`config.mk`:
```
export PLATFORM = sky130hd
export DESIGN_NAME = obfn_cross
export DESIGN_NICKNAME = d
export VERILOG_FILES = /design/src/hdl/obfn_pkg.sv /design/src/hdl/obfn_cross.sv
export SDC_FILE = /design/constraint.sdc
export NUM_CORES = 2
export LEC_CHECK = 0
export BUFFER_PORTS_ARGS = -buffer_cell sky130_fd_sc_hd__buf_4
export CAP_MARGIN = 20
export CORE_ASPECT_RATIO = 0.8
export CORE_MARGIN = 10
export CORE_UTILIZATION = 55
export DETAILED_ROUTE_END_ITERATION = 8
export PLACE_DENSITY = 0.72
export SKIP_CTS_REPAIR_TIMING = 1
export SLEW_MARGIN = 5
export SYNTH_ARGS = -nofsm -noshare
export SYNTH_HDL_FRONTEND = slang
export SYNTH_SLANG_ARGS = --single-unit
```
`constraint.sdc`:
```
create_clock -name clock -period 9.1 [get_ports clock]
set_input_delay 1.82 -clock clock [delete_from_list [all_inputs] [get_ports clock]]
set_output_delay 1.82 -clock clock [all_outputs]
set_load 0.02 [all_outputs]
```
`src/hdl/obfn_pkg.sv`:
```
// ----------------------------------------------------------------------------
// obfn_pkg : shared types and constants
// widths and pipeline stage numbering for the orthonormal basis block
// ----------------------------------------------------------------------------
package obfn_pkg;

   localparam int COMP_WIDTH = 16;

   // one in fixed point and the largest magnitude that is kept
   localparam logic [COMP_WIDTH-1:0] ONE_Q = COMP_WIDTH'(1) << (COMP_WIDTH - 1);
   localparam logic [COMP_WIDTH-1:0] MAX_Q = ONE_Q - COMP_WIDTH'(1);

   // squared length of the raw tangent, at most three squares below 2^(2w-2)
   localparam int LEN_W = 2 * COMP_WIDTH;
   // residual of the root recurrence, signed
   localparam int RES_W = 4 * COMP_WIDTH + 4;

   // stage numbering
   localparam int S_INIT     = 2;
   localparam int S_REC0     = 3;
   localparam int S_C1       = S_REC0 + COMP_WIDTH;
   localparam int NUM_STAGES = S_C1 + 2;

   localparam int IN_TDATA_W  = ((3 * COMP_WIDTH + 7) / 8) * 8;
   localparam int OUT_TDATA_W = ((6 * COMP_WIDTH + 7) / 8) * 8;

   typedef logic signed [COMP_WIDTH-1:0] comp_type;
   typedef logic [NUM_STAGES-1:0]        stage_vec_type;

endpackage

```
`src/hdl/obfn_cross.sv`:
```
// ----------------------------------------------------------------------------
// obfn_cross : second tangent as n x t1
// products in one stage, difference, rounding and saturation in the next
// ----------------------------------------------------------------------------
module obfn_cross
   import obfn_pkg::*;
(
   input  logic     clock,
   input  logic [1:0] en,
   input  comp_type n [3],
   input  comp_type t1_in [3],
   input  logic     deg_in,
   output comp_type t1_out [3],
   output comp_type t2_out [3],
   output logic     deg_out
);

   logic signed [2*COMP_WIDTH-1:0] pa_ff [3];
   logic signed [2*COMP_WIDTH-1:0] pb_ff [3];
   comp_type                       t1_ff [3];
   logic                           deg_ff;
   comp_type                       t1_o_ff [3];
   comp_type                       t2_o_ff [3];
   logic                           deg_o_ff;
   logic signed [2*COMP_WIDTH:0]   d_c [3];
   logic [2*COMP_WIDTH:0]          m_c [3];
   logic [2*COMP_WIDTH:0]          q_c [3];
   comp_type                       t2_c [3];

   always_ff @(posedge clock) begin
      if (en[0]) begin
         for (int i = 0; i < 3; i++) begin
            pa_ff[i] <= n[(i+1)%3] * t1_in[(i+2)%3];
            pb_ff[i] <= n[(i+2)%3] * t1_in[(i+1)%3];
         end
         t1_ff  <= t1_in;
         deg_ff <= deg_in;
      end
   end

   always_comb begin
      for (int i = 0; i < 3; i++) begin
         d_c[i] = (2*COMP_WIDTH+1)'(pa_ff[i]) - (2*COMP_WIDTH+1)'(pb_ff[i]);
         m_c[i] = d_c[i][2*COMP_WIDTH] ? (2*COMP_WIDTH+1)'(-d_c[i]) : (2*COMP_WIDTH+1)'(d_c[i]);
         // halves away from zero
         q_c[i] = (m_c[i] + ((2*COMP_WIDTH+1)'(1) << (COMP_WIDTH - 2))) >> (COMP_WIDTH - 1);
         if (q_c[i] > (2*COMP_WIDTH+1)'(MAX_Q)) begin
            q_c[i] = (2*COMP_WIDTH+1)'(MAX_Q);
         end
         t2_c[i] = d_c[i][2*COMP_WIDTH] ? -$signed(q_c[i][COMP_WIDTH-1:0])
                                        : $signed(q_c[i][COMP_WIDTH-1:0]);
      end
   end

   always_ff @(posedge clock) begin
      if (en[1]) begin
         for (int i = 0; i < 3; i++) begin
            t1_o_ff[i] <= deg_ff ? '0 : t1_ff[i];
            t2_o_ff[i] <= deg_ff ? '0 : t2_c[i];
         end
         deg_o_ff <= deg_ff;
      end
   end

   assign t1_out  = t1_o_ff;
   assign t2_out  = t2_o_ff;
   assign deg_out = deg_o_ff;

endmodule

```
### After elaboration in Yosys (flattened, before gate mapping)

Memory sizes are Yosys's and may differ from the RTL's.
Index checks and enable logic that the tools add are counted.

| storage, ports and cells | value |
|---|---|
| flip-flop bits (word level) | 146 |
| output and inout bits | 97 |
| input bits | 100 |
| memory bits (writable) | 192 |
| memories | 2 |

| cells by class | value |
|---|---|
| magnitude comparators | 3 |
| add/subtract/negate cells | 12 |
| multiplexer cells | 11 |
| $mul | 6 |

Memories:

| name | depth | width | read ports | clocked after Yosys merged registers in | write ports | line | source |
|---|---|---|---|---|---|---|---|
| pa_ff | 3 | 32 | 3 | 0 | 3 | obfn_cross.sv:18 | `logic signed [2*COMP_WIDTH-1:0] pa_ff [3];` |
| pb_ff | 3 | 32 | 3 | 0 | 3 | obfn_cross.sv:19 | `logic signed [2*COMP_WIDTH-1:0] pb_ff [3];` |

Operator list:

| operator | count |
|---|---|
| $mul 16x16->32 | 6 |
| $add 33x15->33 const B | 3 |
| $mux 33 | 3 |
| $neg 33->33 | 3 |
| $sub 32x32->33 | 3 |
| $mux 16 | 6 |
| $gt 18x15->1 const B | 3 |
| $neg 16->16 | 3 |
| $mux 1 | 2 |

### Longest topological paths before layout

An unclocked memory read counts as a cell.

| logic depth | value |
|---|---|
| depth after elaboration | 9 |
| gate-level depth with buffers | 34 |
| gate-level depth less buffers | 27 |

### Worst setup path after synthesis

OpenSTA, ideal clock, no wires.

| path | value |
|---|---|
| kind | input port to flip-flop |
| start point | input port t1_in[33] (netlist bit) |
| end point | memory pb_ff[0][94] (netlist bit) (data pin) |
| required time | 8842 ps |
| slack | 717 ps |
| data arrival time | 8125 ps |
| stages | 26 |
| cells stage by stage | clkbuf_1 > nand2_1 > fa_1 > inv_1 > fa_1 > inv_1 > fa_1 > fa_1 > inv_1 > fa_1 > inv_1 > fa_1 > inv_1 > ha_1 > and3_1 > a21oi_1 > o21ai_0 > o41a_1 > a41o_1 > o41ai_1 > o311a_1 > a21oi_1 > a211o_1 > a21o_1 > a21oi_1 > xnor2_1 |

RTL lines:

| what | line | source |
|---|---|---|
| start, declared | obfn_cross.sv:11 | `input comp_type t1_in [3],` |
| end, declared | obfn_cross.sv:19 |  |

==> impl_metrics.tcl <==
set metrics [dict create \
    io_pins 197 \
    cts_tree "yes" \
    post-route-drc-count 0 \
    firstDrtPassIters 6 \
    fin_crit_sh_pct 91.3 \
    max_stage_delay_ns 0.55 \
    root_buffer "clkbuf_16" \
    grt_pass1_vias 62671 \
    slew_headroom_pct 26.4 \
    initial_utilization_pct 55.7 \
    path_clk_slew_ns 0.06 \
    synthesis.area_mm2 0.0799 \
    path_buf_inv 8 \
    synth_seq_cells 338 \
    drv_cap 0 \
    use_met1_pct 36.7 \
    status "completed" \
    rsz0062_at_grt "no" \
    wl_per_cell_um 20.2 \
    netlist_instances 8556 \
    viasPerCell 5.64 \
    fin_skew_ns 0.0395 \
    syn_avg_cell_area_um2 9.33 \
    cp.required_ns 9.49 \
    final-max-slew-violation-count 0 \
    synth_ff_type "edfxtp_1" \
    crit_family "adder cells" \
    ys_seq_area_share_pct 12.7 \
    cp_max_fo 18 \
    vias 59017 \
    path_common_cell "fa_1" \
    wl_mm 211 \
    area_delta_synth_final_pct 5.95 \
    syn_nets 10825 \
    core_region_area_mm2 0.144 \
    drive_above_1_share_pct 5.36 \
    cts_max_level 2 \
    portBuffers 196 \
    tightest_slew_ns 1.10 \
    grt_max_degree 108 \
    clkLatencyLatePin_ns 0.67 \
    gp_congestion 0.914 \
    finalSetupViolCount 0 \
    die_y_um 361 \
    cp_slowest_cell "fa_1" \
    grt_pass1_wl_mm 344 \
    grt.busiest_layer "met2" \
    synth_top_area_cell "fa_1" \
    yosysTopAreaCellShare_pct 39.5 \
    async_reset_ff_share_pct 0 \
    grt.overflow.total 0 \
    min_path_type "reg -> reg" \
    cts_buffer_depth 3 \
    grt.total_usage_pct 26.7 \
    antenna_found_initial 14 \
    numCtsBuffers 46 \
    chipWidth_um 446 \
    tns_ns 0 \
    synthTopCellsByArea "fa_1 39%, edfxtp_1 13%, ha_1 9.3%, inv_1 8.7%, and2_1 5.0%" \
    met2_usage_pct 42.1 \
    fmax_mhz 120 \
    ys_warn_count 0 \
    cp.arrival_ns 8.69 \
    crit_type "in -> reg" \
    cts_sinks 338 \
    fin_crit_ns 8.30 \
    layout.nets 10796 \
    end_kind "flip-flop" \
    drt_iter0_markers 4638 \
    worstSetupStartpointType "primary input" \
    synth_cell_types 113 \
    place_hpwl_mm 170 \
    grtUsageMet3_pct 5.24 \
    synth_edf_count 338 \
    rows 124 \
    finalHoldViolCount 0 \
    ant_nets 0 \
    die_area_mm2 0.161 \
]
[flip-flops by register name (all words and copies together) (netlist names)]
signal,flops
pb_ff,96
t1_ff,48
deg_ff,1
deg_out,1
t1_out,48
t2_out,48
pa_ff,96
[layout by cell type, fill, tap and decap left out, types with 39 or more instances in the layout]
master	count
a21o_1	86
a21oi_1	236
and2_1	632
buf_4	289
clkbuf_16	47
edfxtp_1	338
fa_1	1575
ha_1	594
inv_1	1847
nand2_1	996
nand2b_1	118
nand3_1	111
nor2_1	259
nor2b_1	89
nor3_1	111
o21a_1	54
o21ai_0	144
o21bai_1	47
or3_1	39
xnor2_1	266
xor2_1	66
[kinds of logic (layout without fill, tap and decap cells)]
logic type	Yosys count	in the layout	synth area share, %
AO/OA/AOI/OAI	909	909	7.82
XOR/XNOR	334	334	3.69
adder cells (fa/ha/maj)	2169	2169	48.8
buffers and inverters	2217	2225	10.5
flip-flops	338	338	12.7
multiplexers	32	32	0.420
other	0	7	0
AND/OR/NAND/NOR	2557	2557	16.1
[final timing paths]
check | start | endpoint | slack, ns | cells past startpoint
setup / recovery | n[7] | pb_ff[0][30]$_DFFE_PP_ | 0.80 | 28
hold / removal | deg_ff$_DFFE_PP_ | deg_out$_DFFE_PP_ | 0.46 | 0
setup reg to reg | pa_ff[0][11]$_DFFE_PP_ | t2_out[40]$_SDFFCE_PP0P_ | 1.21 | 26
hold reg to reg | deg_ff$_DFFE_PP_ | deg_out$_DFFE_PP_ | 0.46 | 0
[synth_stat cells, drive strengths merged (11+ instances only)]
library cell	count
a2111oi	13
a211o	15
a211oi	35
a21o	87
a21oi	239
a31oi	34
and2	637
and3	37
and4	11
buf	22
clkbuf	348
edfxtp	338
fa	1575
ha	594
inv	1847
mux2	12
mux2i	20
nand2	997
nand2b	119
nand3	111
nand3b	15
nand4	25
nor2	259
nor2b	89
nor3	112
nor4	27
o211a	13
o211ai	30
o21a	54
o21ai	154
o21bai	47
o31ai	29
o41ai	17
or2	22
or3	40
or4	14
xnor2	267
xor2	66
[per-layer routing]
metal	vias up	share of wire (%)
met3	396	8.4
met1	29964	42
met5	-	0.029
met2	2193	45
met4	10	4.3
li1	26454	-
[final cells by class]
| type | instances | area (um^2) |
|---|---|---|
| antenna | 7 | 17.5 |
| clock buffer | 48 | 1180 |
| clock inverter | 37 | 369 |
| fill | 12220 | 58900 |
| inverter | 1847 | 6930 |
| multi-input combinational | 6001 | 61400 |
| sequential | 338 | 10100 |
| tap | 1890 | 2360 |
| timing repair buffer | 293 | 2240 |
[per-stage QoR]
step | worst slack (ns) | instances | utilization [%] | hold WS (ns) | cell area (um^2)
5_1_grt | 0.362 | 10456 | 59.0 | 0.491 | 84600
3_3_place_gp | 0.370 | 10367 | 57.9 | 0.439 | 83000
4_1_cts | 0.887 | 10452 | 58.9 | 0.471 | 84600
3_5_place_dp | 0.231 | 10367 | 57.9 | 0.456 | 83000
6_report | 0.796 | 10461 | 59.0 | 0.461 | 84600
2_1_floorplan | 0.717 | 8556 | - | 0.448 | 79900
Power is not shown: default switching activity piles up to over one toggle a cycle in this logic, so the estimate is an artifact.
