### src/hdl/obfn_pkg.sv
// ----------------------------------------------------------------------------
// obfn_pkg : shared types and constants
// widths and pipeline stage numbering for the orthonormal basis block
// ----------------------------------------------------------------------------
package obfn_pkg;

   localparam int COMP_WIDTH = 16;

   // one in fixed point and the largest magnitude that is kept
   localparam logic [COMP_WIDTH-1:0] ONE_Q = COMP_WIDTH'(1) << (COMP_WIDTH - 1);
   localparam logic [COMP_WIDTH-1:0] MAX_Q = ONE_Q - COMP_WIDTH'(1);

   // squared length of the raw tangent, at most three squares below 2^(2w-2)
   localparam int LEN_W = 2 * COMP_WIDTH;
   // residual of the root recurrence, signed
   localparam int RES_W = 4 * COMP_WIDTH + 4;

   // stage numbering
   localparam int S_INIT     = 2;
   localparam int S_REC0     = 3;
   localparam int S_C1       = S_REC0 + COMP_WIDTH;
   localparam int NUM_STAGES = S_C1 + 2;

   localparam int IN_TDATA_W  = ((3 * COMP_WIDTH + 7) / 8) * 8;
   localparam int OUT_TDATA_W = ((6 * COMP_WIDTH + 7) / 8) * 8;

   typedef logic signed [COMP_WIDTH-1:0] comp_type;
   typedef logic [NUM_STAGES-1:0]        stage_vec_type;

endpackage

### src/hdl/obfn_front.sv
// ----------------------------------------------------------------------------
// obfn_front : axis choice and raw tangent
// clamps the normal, picks the smallest axis, forms e x n and its squares
// ----------------------------------------------------------------------------
module obfn_front
   import obfn_pkg::*;
(
   input  logic                  clock,
   input  logic [1:0]            en,
   input  comp_type              n_in [3],
   output comp_type              n_out [3],
   output logic [2*COMP_WIDTH-1:0] sq_out [3],
   output logic [2:0]            neg_out,
   output logic [LEN_W-1:0]      len_out
);

   comp_type                n_c [3];
   logic [COMP_WIDTH-1:0]   a_c [3];
   comp_type                t_c [3];
   comp_type                n_ff [3];
   comp_type                t_ff [3];
   logic [COMP_WIDTH-1:0]   mag_c [3];
   logic [2*COMP_WIDTH-1:0] sq_ff [3];
   logic [2:0]              neg_ff;

   always_comb begin
      for (int i = 0; i < 3; i++) begin
         // most negative code is taken as -(one-1)
         if (n_in[i] == $signed(ONE_Q)) begin
            n_c[i] = -$signed(MAX_Q);
         end else begin
            n_c[i] = n_in[i];
         end
         a_c[i] = n_c[i][COMP_WIDTH-1] ? COMP_WIDTH'(-n_c[i]) : COMP_WIDTH'(n_c[i]);
      end
      // ties go to the later axis
      if (a_c[0] < a_c[1] && a_c[0] < a_c[2]) begin
         t_c[0] = '0;
         t_c[1] = -n_c[2];
         t_c[2] = n_c[1];
      end else if (a_c[0] >= a_c[1] && a_c[1] < a_c[2]) begin
         t_c[0] = n_c[2];
         t_c[1] = '0;
         t_c[2] = -n_c[0];
      end else begin
         t_c[0] = -n_c[1];
         t_c[1] = n_c[0];
         t_c[2] = '0;
      end
   end

   always_ff @(posedge clock) begin
      if (en[0]) begin
         n_ff <= n_c;
         t_ff <= t_c;
      end
   end

   always_comb begin
      for (int i = 0; i < 3; i++) begin
         mag_c[i] = t_ff[i][COMP_WIDTH-1] ? COMP_WIDTH'(-t_ff[i]) : COMP_WIDTH'(t_ff[i]);
      end
   end

   always_ff @(posedge clock) begin
      if (en[1]) begin
         for (int i = 0; i < 3; i++) begin
            sq_ff[i]  <= mag_c[i] * mag_c[i];
            neg_ff[i] <= t_ff[i][COMP_WIDTH-1];
         end
      end
   end

   assign n_out   = n_ff;
   assign sq_out  = sq_ff;
   assign neg_out = neg_ff;
   assign len_out = LEN_W'(sq_ff[0] + sq_ff[1] + sq_ff[2]);

endmodule

### config.mk
export PLATFORM = sky130hd
export DESIGN_NAME = obfn_front
export DESIGN_NICKNAME = d
export VERILOG_FILES = /design/src/hdl/obfn_pkg.sv /design/src/hdl/obfn_front.sv
export SDC_FILE = /design/constraint.sdc
export NUM_CORES = 2
export LEC_CHECK = 0
export BUFFER_PORTS_ARGS = -buffer_cell sky130_fd_sc_hd__buf_2
export CORE_UTILIZATION = 40
export CTS_CLUSTER_SIZE = 24
export DETAILED_ROUTE_END_ITERATION = 10
export SYNTH_ARGS = -nofsm -noshare
export SYNTH_HDL_FRONTEND = slang
export SYNTH_SLANG_ARGS = --single-unit
### constraint.sdc
create_clock -name clock -period 18.4 [get_ports clock]
set_clock_uncertainty 0.05 [all_clocks]
set_input_delay 1.84 -clock clock [delete_from_list [all_inputs] [get_ports clock]]
set_output_delay 1.84 -clock clock [all_outputs]
set_load 0.1 [all_outputs]
**After elaboration in Yosys (flattened, before gate mapping)**

Cells that the tools add are included.

- Register bits after elaboration: 195
- Bits of input ports: 51
- Word-level logic and storage cells: 41

- Add/sub/neg operators: 8
- Multiply operators: 3
- $lt $le $gt $ge: 4
- Equality and inequality tests: 3
- Multiplexer cells: 11
- Reductions and logical operators: 2

Operator list:

| operator | number |
|---|---|
| 16-bit two-way mux | 9 |
| 16-bit by 16-bit multiplier with 32-bit output | 3 |
| 16-bit negation | 6 |
| 32-bit adder | 2 |
| 16-bit equality test (second input constant) | 3 |
| 16-bit less-than comparator | 3 |
| 48-bit two-way mux | 1 |
| 32-bit two-way mux | 1 |
| 16-bit greater-or-equal comparator | 1 |
| 1-bit logical AND | 2 |

**Logic depth before layout (Yosys ltp)**

- Word-level depth: 8
- Depth in mapped cells: 31
- Gate-level depth less buffers: 30

**Worst setup path after synthesis**

No wires, ideal clock.

- Path type: register -> register
- Start point: register t_ff[0] (netlist bit)
- End point: register sq_ff (netlist bit sq_out[27]) (data pin)
- Setup time: 0.195 ns
- Data arrival time: 8.161 ns
- Data required time: 18.155 ns
- Setup slack: 9.994 ns
- Cell stages (with the launch flop): 30
- Buffers on the path: 1
- Period minus slack after synthesis: 8.406 ns
- Cells stage by stage: edfxtp_1 -> inv_1 -> clkbuf_1 -> ha_1 -> or4b_1 -> or4_1 -> o31a_1 -> xnor2_1 -> clkinv_1 -> nand2_1 -> inv_1 -> fa_1 -> inv_1 -> fa_1 -> inv_1 -> fa_1 -> fa_1 -> fa_1 -> inv_1 -> fa_1 -> inv_1 -> ha_1 -> a21o_1 -> a21oi_1 -> nor2b_1 -> o211ai_1 -> a41oi_1 -> o21a_1 -> or4_1 -> o311ai_0

- Longest elaborated chain between the ends: 3

RTL lines:

| element | RTL line | source |
|---|---|---|
| start: declaration | obfn_front.sv:21 | `comp_type t_ff [3];` |
| start signal: assignment | obfn_front.sv:55 | `t_ff <= t_c;` |
| 16-bit negation | obfn_front.sv:61 | `mag_c[i] = t_ff[i][COMP_WIDTH-1] ? COMP_WIDTH'(-t_ff[i]) : COMP_WIDTH'(t_ff[i]);` |
| 16-bit two-way mux (*) | obfn_front.sv:61 |  |
| 16-bit by 16-bit multiplier with 32-bit output (*) | obfn_front.sv:68 | `sq_ff[i] <= mag_c[i] * mag_c[i];` |
| end signal: indexed assignment | obfn_front.sv:68 |  |
| end: declaration | obfn_front.sv:23 | `logic [2*COMP_WIDTH-1:0] sq_ff [3];` |

Every way passes the cells marked *; elsewhere a longest branch is shown, timed or not.
A chain may end at the register's enable or synchronous reset.

**Final worst setup path**

Same ends and word-level chain as after synthesis.

==> results.sh <==
export IMPL_clk_pin_slew_ps=80
export IMPL_critPathLaunchType="flip-flop"
export IMPL_dieArea_sq_um=84430
export IMPL_post_cts_setup_buffers=0
export IMPL_yosysMostFrequentCell="inv_1"
export IMPL_ys_seq_area_share_pct=17.31
export IMPL_grt_max_degree=66
export IMPL_vias=24591
export IMPL_initial_utilization_pct=40.50
export IMPL_synth_distinct_cells=80
export IMPL_portBuffers=226
export IMPL_synth_top_area_share_pct=31.25
export IMPL_drt_initial_drc_count=1704
export IMPL_dr_pass1_iters=5
export IMPL_hpwl_mm=75.76
export IMPL_slew_headroom_pct=28.41
export IMPL_synth_edff_count=192
export IMPL_htreeDepth=4
export IMPL_synth_compound_gate_area_share_pct=9.924
export IMPL_cts_resized=0
export IMPL_setup_ws_ps=8747
export IMPL_cts_made_buffers=17
export IMPL_hold_violations=0
export IMPL_worst_hold_slack_ps=535.7
export IMPL_fin_setup_tns_ps=0
export IMPL_grt_ovfl_total=0
export IMPL_nets=4633
export IMPL_synth_top_area_cell="fa_1"
export IMPL_fp_dieH_um=290.6
export IMPL_setup_violations=0
export IMPL_criticalPathCategory="flip-flop to flip-flop"
export IMPL_ys_ff_latch=192
export IMPL_final_max_slew_viol_count=0
export IMPL_fmax_ghz=0.1036
export IMPL_gp_congestion=0.9408
export IMPL_fin_crit_sh_pct=52.46
export IMPL_synth_area_leaders="fa_1 31%, edfxtp_1 17%, ha_1 14%"
export IMPL_syn_inst=3506
export IMPL_synth_adder_area_share_pct=45.30
export IMPL_min_period_ps=9653
export IMPL_critPathTopFamily="adder cells"
export IMPL_layout_area_overhead_vs_synth_pct=8.891
export IMPL_fp_row_count=105
export IMPL_yosys_warnings=0
export IMPL_netlist_area_sq_um=33310
export IMPL_grt_pass1_vias=25658
export IMPL_grt_use_total_pct=21.85
export IMPL_dpl_worst_slack_ps=8885
export IMPL_cpPeakStageDelay_ps=590
export IMPL_clockBufferDepth=2
export IMPL_cts_tree="yes"
export IMPL_core_area_sq_um=82240
export IMPL_tightest_slew_ps=1070
export IMPL_cp_required_ps=18660
export IMPL_synth_top_family_by_area="adder cells"
export IMPL_synth_xor_area_share_pct=6.119
export IMPL_io_pin_count=230
export IMPL_drive_above_1_share_pct=8.619
export IMPL_slowest_stage="xnor2_1"
export IMPL_clock_sinks=192
export IMPL_fillers=8101
export IMPL_critPathBufInv=7
export IMPL_yosys_top_cells_count="726 x inv_1, 520 x fa_1, 374 x ha_1"
export IMPL_cp_max_fo=17
export IMPL_via_per_inst=5.151
export IMPL_critPathArrivalTime_ps=9910
export IMPL_end_kind="flip-flop"
export IMPL_avgSynthCellArea_sq_um=9.501
export IMPL_drc=0
export IMPL_synth_ff_type="edfxtp_1"
export IMPL_drt_antenna_violating_nets=0
export IMPL_die_width_um=290.6
export IMPL_ctsHoldBuffers=0
export IMPL_routed_wl_mm=88.66
export IMPL_grt_pass1_wl_mm=141.9
export IMPL_antenna_found_initial=5
export IMPL_synth_simple_area_share_pct=10.66
export IMPL_hp_class="flip-flop to flip-flop"
export IMPL_wl_per_cell_um=18.57
export IMPL_synthArstFlopShare_pct=0
export IMPL_seq_area_sq_um=5766
export IMPL_max_cap_violations=0
export IMPL_cts_root_buf="clkbuf_16"
export IMPL_multi_input_area_sq_um=24360
export IMPL_rsz0062_at_grt="false"
export IMPL_insertion_delay_ps=510
export IMPL_synthMuxAreaShare_pct=0.6348
export IMPL_status="finished, final reports clean"
[routing by layer]
| metal | GRT usage (%) | wire length (um) | vias up |
|---|---|---|---|
| met1 | 29.43 | 39060 | 12193 |
| met2 | 36.14 | 41660 | 696 |
| met5 | 0 | 13 | - |
| met3 | 3.862 | 5767 | 85 |
| li1 | - | - | 11615 |
| met4 | 5.898 | 2161 | 2 |
[flip-flops by register name, summed over array words and instances, names as in the netlist]
register	cells
sq_out	93
neg_out	3
n_out	48
t_ff	48
[worst paths after layout]
| check | start | endpoint | slack [ps] | cells past startpoint |
|---|---|---|---|---|
| worst min register to register | t_ff[32]$_SDFFCE_PP0P_ | sq_out[64]$_DFFE_PP_ | 540 | 1 |
| worst min-delay path | t_ff[32]$_SDFFCE_PP0P_ | sq_out[64]$_DFFE_PP_ | 540 | 1 |
| worst max register to register | t_ff[0]$_DFFE_PP_ | sq_out[27]$_DFFE_PP_ | 8750 | 28 |
| worst max-delay path | t_ff[0]$_DFFE_PP_ | sq_out[27]$_DFFE_PP_ | 8750 | 28 |
[stage by stage]
stage	util (%)	area [sq um]	cells
floorplan	-	33450	3543
global placement	43.37	35670	4739
detailed placement	43.37	35670	4739
CTS	44.10	36260	4771
global route	44.10	36270	4772
finish	44.10	36270	4774
[kinds of logic after synthesis]
kind of cell	after synthesis
fa+ha+maj	894
xor+xnor	231
buf+inv	880
compound gates	506
mux	21
simple gates	780
other cells	2
flops	192
[layout make-up]
type,instances,area share [%]
Inverter,742,7.679
Multi-Input combinational cell,2471,67.15
Timing Repair Buffer,264,3.919
Clock inverter,15,0.4726
Sequential cell,192,15.90
Antenna cell,3,0.02070
Tap cell,1070,3.691
Clock buffer,17,1.173
[layout by cell type, fill, tap and decap left out, types with 7 or more instances in the layout]
cell,n
inv_1,726
fa_1,520
ha_1,374
nand2_1,289
nor2_1,242
buf_2,224
edfxtp_1,192
xnor2_1,141
o21ai_0,119
a21oi_1,112
xor2_1,87
a21o_1,66
nor3_1,56
buf_4,40
conb_1,39
nand3_1,27
nand2b_1,24
o21bai_1,21
or4_1,20
mux2i_1,20
o22ai_1,20
o21a_1,19
nor2b_1,19
or3_1,18
nand4_1,18
and2_1,17
clkbuf_16,17
o211ai_1,16
o31ai_1,15
clkinv_1,15
o2bb2ai_1,15
a211o_1,11
a211oi_1,10
nor4_1,9
a31oi_1,9
and3_1,9
o41ai_1,7
o2111ai_1,7
Power is not shown: default switching activity piles up to over one toggle a cycle in this logic, so the estimate is an artifact.
